`src/rtl/sfs_pkg.sv`:
```
// shared constants, types and the coil pattern table for the stepper full-step sequencer
// no dependencies
package sfs_pkg;

  localparam int TICK_RATE = 1000000;
  localparam int PER_W     = 20;
  localparam int SPD_W     = 20;
  localparam int STEPS_W   = 31;
  localparam int OP_W      = 2;
  localparam int COIL_W    = 4;
  localparam int DEN_W     = SPD_W + 2;
  localparam int REM_W     = DEN_W + 1;
  localparam int DIV_N     = PER_W;
  localparam int CNT_W     = $clog2(DIV_N);
  localparam int IDX_W     = 1;

  localparam logic [OP_W-1:0] OP_TICK  = 2'd0;
  localparam logic [OP_W-1:0] OP_START = 2'd1;
  localparam logic [OP_W-1:0] OP_COUNT = 2'd2;
  localparam logic [OP_W-1:0] OP_STOP  = 2'd3;

  localparam logic [IDX_W-1:0] REG_DIRECTION = 1'd0;
  localparam logic [IDX_W-1:0] REG_SPEED     = 1'd1;

  localparam logic [1:0] PHASE_CW  = 2'd0;
  localparam logic [1:0] PHASE_CCW = 2'd3;

  typedef struct packed {
    logic capture;
    logic div_init;
    logic div_step;
    logic exec;
  } sfs_cmd_t;

  typedef struct packed {
    logic needs_div;
    logic div_last;
  } sfs_stat_t;

  function automatic logic [COIL_W-1:0] coil_pattern(input logic [1:0] ph);
    logic [COIL_W-1:0] pat;
    case (ph)
      2'd0:    pat = 4'hA;
      2'd1:    pat = 4'h6;
      2'd2:    pat = 4'h5;
      2'd3:    pat = 4'h9;
      default: pat = 4'hA;
    endcase
    return pat;
  endfunction

endpackage

```
`src/rtl/stepper_full_step_sequencer.sv`:
```
// top level of the four-phase full-step stepper sequencer
// depends on sfs_pkg, sfs_ctrl, sfs_dp
//
// usage:
//   in_*   : one word per tick or command; in_tuser carries the op
//            (tick, start, step count, stop), in_tdata the step count
//   out_*  : one result word per input word: coil levels, run flag,
//            and whether this word drove a new pattern
//   cfg_*  : register writes (direction, step speed); the user makes them
//            only while the block is idle, which the block does not enforce; cfg_ready is always high
// sequence: a tick, stop or zero step count is applied from the check
//   state after acceptance; start and a nonzero step count first run the
//   period division, one quotient bit per cycle, then apply in the finish state
// throughput: one word in flight; the next word is accepted in the cycle
//   its predecessor's result is taken, or any time after
// reset: coils off, stopped, phase aligned clockwise, period 1, speed 1
// stall: a result waits in the output register while out_tready is low,
//   and in_tready stays low until it is taken
module stepper_full_step_sequencer (
  input  logic                        clk,
  input  logic                        rst_n,
  input  logic                        in_tvalid,
  output logic                        in_tready,
  input  logic [31:0]                 in_tdata,   // [30:0] steps
  input  logic [1:0]                  in_tuser,   // [1:0] op
  output logic                        out_tvalid,
  input  logic                        out_tready,
  output logic [7:0]                  out_tdata,  // [3:0] coils, [4] running, [5] stepped
  input  logic                        cfg_valid,
  output logic                        cfg_ready,
  input  logic [sfs_pkg::IDX_W-1:0]   cfg_index,
  input  logic [sfs_pkg::SPD_W-1:0]   cfg_data
);
  import sfs_pkg::*;

  sfs_cmd_t          cmd;
  sfs_stat_t         stat;
  logic [COIL_W-1:0] res_coils;
  logic              res_running;
  logic              res_stepped;

  assign cfg_ready = 1'b1;

  sfs_ctrl u_ctrl (
    .clk        (clk),
    .rst_n      (rst_n),
    .in_tvalid  (in_tvalid),
    .in_tready  (in_tready),
    .out_tvalid (out_tvalid),
    .out_tready (out_tready),
    .stat       (stat),
    .cmd        (cmd)
  );

  sfs_dp u_dp (
    .clk         (clk),
    .rst_n       (rst_n),
    .cfg_write   (cfg_valid && cfg_ready),
    .cfg_idx     (cfg_index),
    .cfg_wdata   (cfg_data),
    .in_op       (in_tuser),
    .in_steps    (in_tdata[STEPS_W-1:0]),
    .cmd         (cmd),
    .stat        (stat),
    .res_coils   (res_coils),
    .res_running (res_running),
    .res_stepped (res_stepped)
  );

  assign out_tdata = {2'b00, res_stepped, res_running, res_coils};

  a_step_pattern: assert property (@(posedge clk) disable iff (!rst_n)
    (out_tvalid && out_tdata[5]) |-> (out_tdata[3:0] == 4'hA || out_tdata[3:0] == 4'h6 ||
                                      out_tdata[3:0] == 4'h5 || out_tdata[3:0] == 4'h9))
    else $error("stepped word carries an invalid coil pattern");

  a_busy_blocks_input: assert property (@(posedge clk) disable iff (!rst_n)
    (cmd.div_step || cmd.div_init || cmd.exec) |-> !in_tready)
    else $error("input accepted while an item is in progress");

  a_reset_empty: assert property (@(posedge clk)
    $past(!rst_n) |-> !out_tvalid)
    else $error("result valid right after reset");

endmodule

```
`src/rtl/sfs_ctrl.sv`:
```
// control state machine: item capture, period division sequencing, result handoff
// depends on sfs_pkg
module sfs_ctrl (
  input  logic              clk,
  input  logic              rst_n,
  input  logic              in_tvalid,
  output logic              in_tready,
  output logic              out_tvalid,
  input  logic              out_tready,
  input  sfs_pkg::sfs_stat_t stat,
  output sfs_pkg::sfs_cmd_t  cmd
);
  import sfs_pkg::*;

  localparam logic [1:0] ST_IDLE  = 2'd0;
  localparam logic [1:0] ST_CHECK = 2'd1;
  localparam logic [1:0] ST_DIV   = 2'd2;
  localparam logic [1:0] ST_FIN   = 2'd3;

  logic [1:0] state_r, state_nxt;
  logic       out_valid_r, out_valid_nxt;
  logic       accept;

  assign in_tready  = (state_r == ST_IDLE) && (!out_valid_r || out_tready);
  assign accept     = in_tvalid && in_tready;
  assign out_tvalid = out_valid_r;

  always_comb begin
    state_nxt     = state_r;
    out_valid_nxt = out_valid_r && !out_tready;
    cmd           = '0;
    case (state_r)
      ST_IDLE: begin
        if (accept) begin
          cmd.capture = 1'b1;
          state_nxt   = ST_CHECK;
        end
      end
      ST_CHECK: begin
        if (stat.needs_div) begin
          cmd.div_init = 1'b1;
          state_nxt    = ST_DIV;
        end else begin
          cmd.exec      = 1'b1;
          out_valid_nxt = 1'b1;
          state_nxt     = ST_IDLE;
        end
      end
      ST_DIV: begin
        cmd.div_step = 1'b1;
        if (stat.div_last) begin
          state_nxt = ST_FIN;
        end
      end
      ST_FIN: begin
        cmd.exec      = 1'b1;
        out_valid_nxt = 1'b1;
        state_nxt     = ST_IDLE;
      end
      default: begin
        state_nxt = ST_IDLE;
      end
    endcase
  end

  always_ff @(posedge clk) begin
    if (!rst_n) begin
      state_r     <= ST_IDLE;
      out_valid_r <= 1'b0;
    end else begin
      state_r     <= state_nxt;
      out_valid_r <= out_valid_nxt;
    end
  end

endmodule

```
`src/rtl/sfs_dp.sv`:
```
// datapath: config registers, bit-serial period divider, phase/count state, result register
// depends on sfs_pkg
module sfs_dp (
  input  logic                         clk,
  input  logic                         rst_n,
  input  logic                         cfg_write,
  input  logic [sfs_pkg::IDX_W-1:0]    cfg_idx,
  input  logic [sfs_pkg::SPD_W-1:0]    cfg_wdata,
  input  logic [sfs_pkg::OP_W-1:0]     in_op,
  input  logic [sfs_pkg::STEPS_W-1:0]  in_steps,
  input  sfs_pkg::sfs_cmd_t            cmd,
  output sfs_pkg::sfs_stat_t           stat,
  output logic [sfs_pkg::COIL_W-1:0]   res_coils,
  output logic                         res_running,
  output logic                         res_stepped
);
  import sfs_pkg::*;

  localparam logic [DIV_N-1:0] TICK_VEC = DIV_N'(TICK_RATE);

  logic               dir_r;
  logic [SPD_W-1:0]   speed_r;
  logic [OP_W-1:0]    op_r;
  logic [STEPS_W-1:0] steps_r;

  logic [DEN_W-1:0]   den_r;
  logic [REM_W-1:0]   rem_r;
  logic [PER_W-1:0]   quo_r;
  logic [CNT_W-1:0]   cnt_r;
  logic [CNT_W-1:0]   bit_idx;
  logic [REM_W-1:0]   trial;
  logic               fits;

  logic [1:0]         phase_r, phase_nxt;
  logic [COIL_W-1:0]  coil_r, coil_nxt;
  logic               run_r, run_nxt;
  logic [STEPS_W-1:0] remain_r, remain_nxt;
  logic [PER_W-1:0]   period_r, period_nxt;
  logic [PER_W-1:0]   tick_r, tick_nxt;
  logic               stepped_nxt;
  logic               stepped_r;

  logic [PER_W-1:0]   tick_inc;
  logic [STEPS_W-1:0] remain_dec;
  logic [1:0]         aligned;
  logic [PER_W-1:0]   new_period;

  // config registers
  always_ff @(posedge clk) begin
    if (!rst_n) begin
      dir_r   <= 1'b0;
      speed_r <= SPD_W'(1);
    end else if (cfg_write) begin
      case (cfg_idx)
        REG_DIRECTION: dir_r   <= cfg_wdata[0];
        REG_SPEED:     speed_r <= cfg_wdata;
        default:       dir_r   <= dir_r;
      endcase
    end
  end

  always_ff @(posedge clk) begin
    if (cmd.capture) begin
      op_r    <= in_op;
      steps_r <= in_steps;
    end
  end

  assign stat.needs_div = (op_r == OP_START) || ((op_r == OP_COUNT) && (steps_r != '0));
  assign stat.div_last  = (cnt_r == CNT_W'(DIV_N - 1));

  // restoring divide of the tick rate by four times the speed, one quotient bit a cycle
  assign bit_idx = CNT_W'(DIV_N - 1) - cnt_r;
  assign trial   = {rem_r[REM_W-2:0], TICK_VEC[bit_idx]};
  assign fits    = (trial >= REM_W'(den_r));

  always_ff @(posedge clk) begin
    if (cmd.div_init) begin
      den_r <= {((speed_r == '0) ? SPD_W'(1) : speed_r), 2'b00};
      rem_r <= '0;
      quo_r <= '0;
      cnt_r <= '0;
    end else if (cmd.div_step) begin
      rem_r <= fits ? (trial - REM_W'(den_r)) : trial;
      quo_r <= {quo_r[PER_W-2:0], fits};
      cnt_r <= cnt_r + CNT_W'(1);
    end
  end

  assign aligned    = dir_r ? PHASE_CCW : PHASE_CW;
  assign new_period = (quo_r == '0) ? PER_W'(1) : quo_r;
  assign tick_inc   = tick_r + PER_W'(1);
  assign remain_dec = remain_r - STEPS_W'(1);

  always_comb begin
    phase_nxt   = phase_r;
    coil_nxt    = coil_r;
    run_nxt     = run_r;
    remain_nxt  = remain_r;
    period_nxt  = period_r;
    tick_nxt    = tick_r;
    stepped_nxt = 1'b0;
    case (op_r)
      OP_TICK: begin
        if (run_r) begin
          tick_nxt = tick_inc;
          if (tick_inc >= period_r) begin
            tick_nxt    = '0;
            coil_nxt    = coil_pattern(phase_r);
            stepped_nxt = 1'b1;
            phase_nxt   = dir_r ? (phase_r - 2'd1) : (phase_r + 2'd1);
            if (remain_r != '0) begin
              remain_nxt = remain_dec;
              if (remain_dec == '0) begin
                run_nxt   = 1'b0;
                phase_nxt = aligned;
              end
            end
          end
        end
      end
      OP_START: begin
        period_nxt = new_period;
        run_nxt    = 1'b1;
        phase_nxt  = aligned;
        tick_nxt   = '0;
      end
      OP_COUNT: begin
        remain_nxt = steps_r;
        phase_nxt  = aligned;
        if (steps_r == '0) begin
          run_nxt = 1'b0;
        end else begin
          period_nxt = new_period;
          run_nxt    = 1'b1;
          tick_nxt   = '0;
        end
      end
      OP_STOP: begin
        run_nxt   = 1'b0;
        phase_nxt = aligned;
      end
      default: begin
        run_nxt = run_r;
      end
    endcase
  end

  always_ff @(posedge clk) begin
    if (!rst_n) begin
      phase_r   <= PHASE_CW;
      coil_r    <= '0;
      run_r     <= 1'b0;
      remain_r  <= '0;
      period_r  <= PER_W'(1);
      tick_r    <= '0;
      stepped_r <= 1'b0;
    end else if (cmd.exec) begin
      phase_r   <= phase_nxt;
      coil_r    <= coil_nxt;
      run_r     <= run_nxt;
      remain_r  <= remain_nxt;
      period_r  <= period_nxt;
      tick_r    <= tick_nxt;
      stepped_r <= stepped_nxt;
    end
  end

  assign res_coils   = coil_r;
  assign res_running = run_r;
  assign res_stepped = stepped_r;

endmodule
```
`config.mk`:
```
export PLATFORM = sky130hd
export DESIGN_NAME = stepper_full_step_sequencer
export DESIGN_NICKNAME = d
export VERILOG_FILES = /design/src/rtl/sfs_pkg.sv /design/src/rtl/stepper_full_step_sequencer.sv /design/src/rtl/sfs_ctrl.sv /design/src/rtl/sfs_dp.sv
export SDC_FILE = /design/constraint.sdc
export NUM_CORES = 1
export LEC_CHECK = 0
export ABC_AREA = 1
export BUFFER_PORTS_ARGS = -buffer_cell sky130_fd_sc_hd__buf_2
export CAP_MARGIN = 0
export CORE_ASPECT_RATIO = 2
export CORE_MARGIN = 1.5
export CORE_UTILIZATION = 45
export CTS_CLUSTER_SIZE = 16
export DETAILED_ROUTE_END_ITERATION = 6
export PLACE_DENSITY = 0.64
export SLEW_MARGIN = 20
export SYNTH_ARGS = -nofsm -noshare
export SYNTH_HDL_FRONTEND = slang
export SYNTH_SLANG_ARGS = --single-unit
```
`constraint.sdc`:
```
create_clock -name clk -period 5.9 [get_ports clk]
set_input_delay 0.59 -clock clk [delete_from_list [all_inputs] [get_ports clk]]
set_output_delay 0.59 -clock clk [all_outputs]
set_load 0.05 [all_outputs]
```
==> flow_metrics.py <==
metrics = {
    "clock_network": {
        "clock_path_buffers": 3,
        "cts_setup_buffers": 0,
        "cts-root-buf": "clkbuf_16",
        "h-tree-depth": 1,
        "numCtsBuffers": 21,
        "ctsHoldBuffers": 0,
        "clkLatencyLatePin_ps": 530,
        "clock_sinks": 203,
        "cts_resized": 0,
        "clk_pin_slew_worst_paths_ps": 60,
        "cts_tree": "done",
    },
    "worst_setup_path": {
        "arrival_ps": 4660,
        "max_stage_delay_ps": 520,
        "required_ps": 6320,
        "path_class": "reg -> reg",
        "crit_chain": "ha_1, nand3_1, nor3b_2, nand3_1, nor2_1, nand3_1, nor2_1, xnor2_1, clkinv_1, ha_1, nand2_1, o21ai_1, nand2_1, o211a_1, nand3_1, nor2_1, nand2_1, nand3_2, buf_4, a21oi_1, o21a_1",
        "crit_top_cell": "nand3_1",
        "slowest_stage": "buf_4",
        "cp_max_fo": 61,
        "cp-start-kind": "flip-flop",
        "end_kind": "flip-flop",
    },
    "yosys": {
        "synth.most_common_cell": "nand2_1",
        "yosysSeqAreaShare": 0.405,
        "synth_area_leaders": "dfxtp_1, edfxtp_1, nand2_1",
        "synth-main-ff-cell": "dfxtp_1",
        "syn-cell-area_sq_um": 11300,
        "yosysTopAreaCell": "dfxtp_1",
        "synthCells": 1569,
        "ys_ff_latch": 203,
        "yosys.area.top_type_share": 0.265,
        "synth-edff-count": 53,
        "yosys.cell_types.count": 49,
        "synthesis.yosys.warnings": 0,
        "yosys-top-cells-count": "nand2_1, inv_1, dfxtp_1",
        "syn_avg_cell_area_sq_um": 7.23,
        "async_reset_ff_frac": 0,
    },
    "status": {
        "status": "finished, final reports clean",
    },
    "floorplanning": {
        "die-area_sq_um": 26200,
        "io_pins": 71,
        "initial_core_util": 0.455,
        "die_h_um": 228,
        "rows": 82,
        "core_sq_um": 24900,
        "die_x_um": 115,
    },
    "finish": {
        "drive_gt1_frac": 0.0938,
        "fin_area_sq_um": 12600,
        "fin_nets": 1714,
        "antenna_cells": 0,
        "areaGrowthSynthToFinish_pct": 11.3,
        "fillers": 2514,
    },
    "routing": {
        "via_count": 10000,
        "avgRoutedWirePerCell_um": 15.0,
        "wl_mm": 29.3,
        "vias_per_cell": 5.14,
        "firstDrtPassIters": 5,
        "drc": 0,
        "ant_nets": 0,
        "first_iter_violations": 498,
    },
    "placement": {
        "gp_congestion": 0.967,
        "placed_cell_area_sq_um": 11900,
        "io_buffers": 66,
        "hpwl_mm": 22.2,
    },
    "hold_path": {
        "hold_class": "in -> reg",
    },
    "pwr": {
        "p_per_area_nw_per_um2": 409,
        "irDropWorstVdd_mv": 0.291,
        "leakagePower_nw": 5.92,
    },
    "run": {
        "cap_viol_max_count": 0,
    },
    "sta": {
        "whs_ps": 236,
        "fin_worst_skew_ps": 29.0,
        "finalMaxSlewViolations": 0,
        "rsz0062_at_grt": "false",
        "finalCriticalPeriod_ps": 4240,
        "fmax_mhz": 236,
        "tightest_slew_ps": 914,
        "final.setup.tns_ps": 0,
        "final-setup-viol-count": 0,
        "min_period_over_period": 0.719,
        "hold_violations": 0,
        "slew_headroom": 0.390,
    },
    "grt": {
        "grt_pass1_wl_mm": 47.1,
        "grt_antenna_before_repair": 0,
        "gr-total-overflow": 0,
        "grtUsageTotal": 0.229,
        "grt_max_degree": 62,
        "grt_pass1_vias": 9972,
    },
}
-- per-layer routing --
layer	share of wire	wire length [um]	GRT usage
met1	0.35	10300	0.210
met2	0.55	16000	0.454
met3	0.034	997	0.0274
met4	0.068	2000	0.156
met5	0	0	0
-- layout make-up --
type                    count  area, sq um  area share
inverters                 229          860      0.0681
clock inverters             9          103     0.00812
clock buffers              29          649      0.0514
repair buffers             76          405      0.0321
multi-input cells        1064         5600       0.443
flip-flops and latches    203         4590       0.364
well taps                 336          420      0.0333
-- through the flow --
| step | worst slack [ps] | util | power (mW) | instances |
|---|---|---|---|---|
| 5_1_grt | 1300 | 0.507 | 5.52 | 1946 |
| 4_1_cts | 1610 | 0.506 | 5.20 | 1946 |
| 6_report | 1660 | 0.507 | 5.17 | 1946 |
| 3_5_place_dp | 1610 | 0.476 | 3.75 | 1908 |
| 3_3_place_gp | 1660 | 0.476 | 3.72 | 1908 |
| 2_1_floorplan | 2270 | - | 3.22 | 1570 |
-- registers in the layout, summed over array words and instances, names as in the netlist, 4 cells and up, named ones only --
register and flops:
u_dp.cnt_r 5, u_dp.den_r 20, u_dp.period_r 20, u_dp.quo_r 20
u_dp.rem_r 22, u_dp.remain_r 31, u_dp.res_coils 4, u_dp.speed_r 20
u_dp.steps_r 31, u_dp.tick_r 20
-- worst max-delay path: cells and delay by family (launching register included) --
kind            cells  cell delay [ps]
flops               1              410
buf+inv             2              620
xor+xnor            1              130
compound gates      4              520
fa+ha+maj           2              510
simple gates       12             1890
-- worst paths after layout --
| kind | start | endpoint | slack, ps | cells after the start |
|---|---|---|---|---|
| worst min register to register | u_dp.speed_r[14] | u_dp.den_r[16] | 430 | 0 |
| worst min-delay path | in_tdata[1] | u_dp.steps_r[1] | 240 | 1 |
| worst max-delay path | u_dp.tick_r[0] | u_dp.remain_r[1] | 1660 | 21 |
| worst max register to register | u_dp.tick_r[0] | u_dp.remain_r[1] | 1660 | 21 |
-- layout by cell type (no fill, tap or decap), types with 4 or more instances in the layout --
cell       Yosys  final
o21ai_1       45     45
nor3_1        20     20
a31oi_1        7      7
clkbuf_16      0     24
nor2_2         8      9
a21oi_1      125    125
o211ai_1      13     13
xnor2_1       14     14
ha_1          58     58
nand2_2        7      8
o21a_1        10     10
nor2_1       139    138
nand4_1       23     23
inv_1        221    221
xor2_1        27     27
inv_2          6      6
nand3_1       71     71
buf_2          8     66
o22ai_1        4      4
buf_4          6     10
nand2_1      368    367
nor4_1        17     17
edfxtp_1      53     53
o21ai_0       75     75
nor2_4         4      4
dfxtp_1      150    150
-- report_power, final --
| part | switching (mW) | internal, mW |
|---|---|---|
| registers | 0.134 | 1.64 |
| clock network | 0.577 | 0.861 |
| logic | 1.32 | 0.635 |
-- cell families (layout without fill, tap and decap cells) --
family                     count (synthesis)  after routing  share of synthesized area
other                                      2              3                   0.000662
AOI/OAI and AO/OA                        289            289                      0.136
and+or+nand+nor                          670            670                      0.255
xor gates and xnor gates                  43             43                     0.0345
DFF                                      203            203                      0.405
adders and majority gates                 59             59                     0.0657
buffers and inverters                    303            343                      0.103
(Power assumes the default switching activity.)
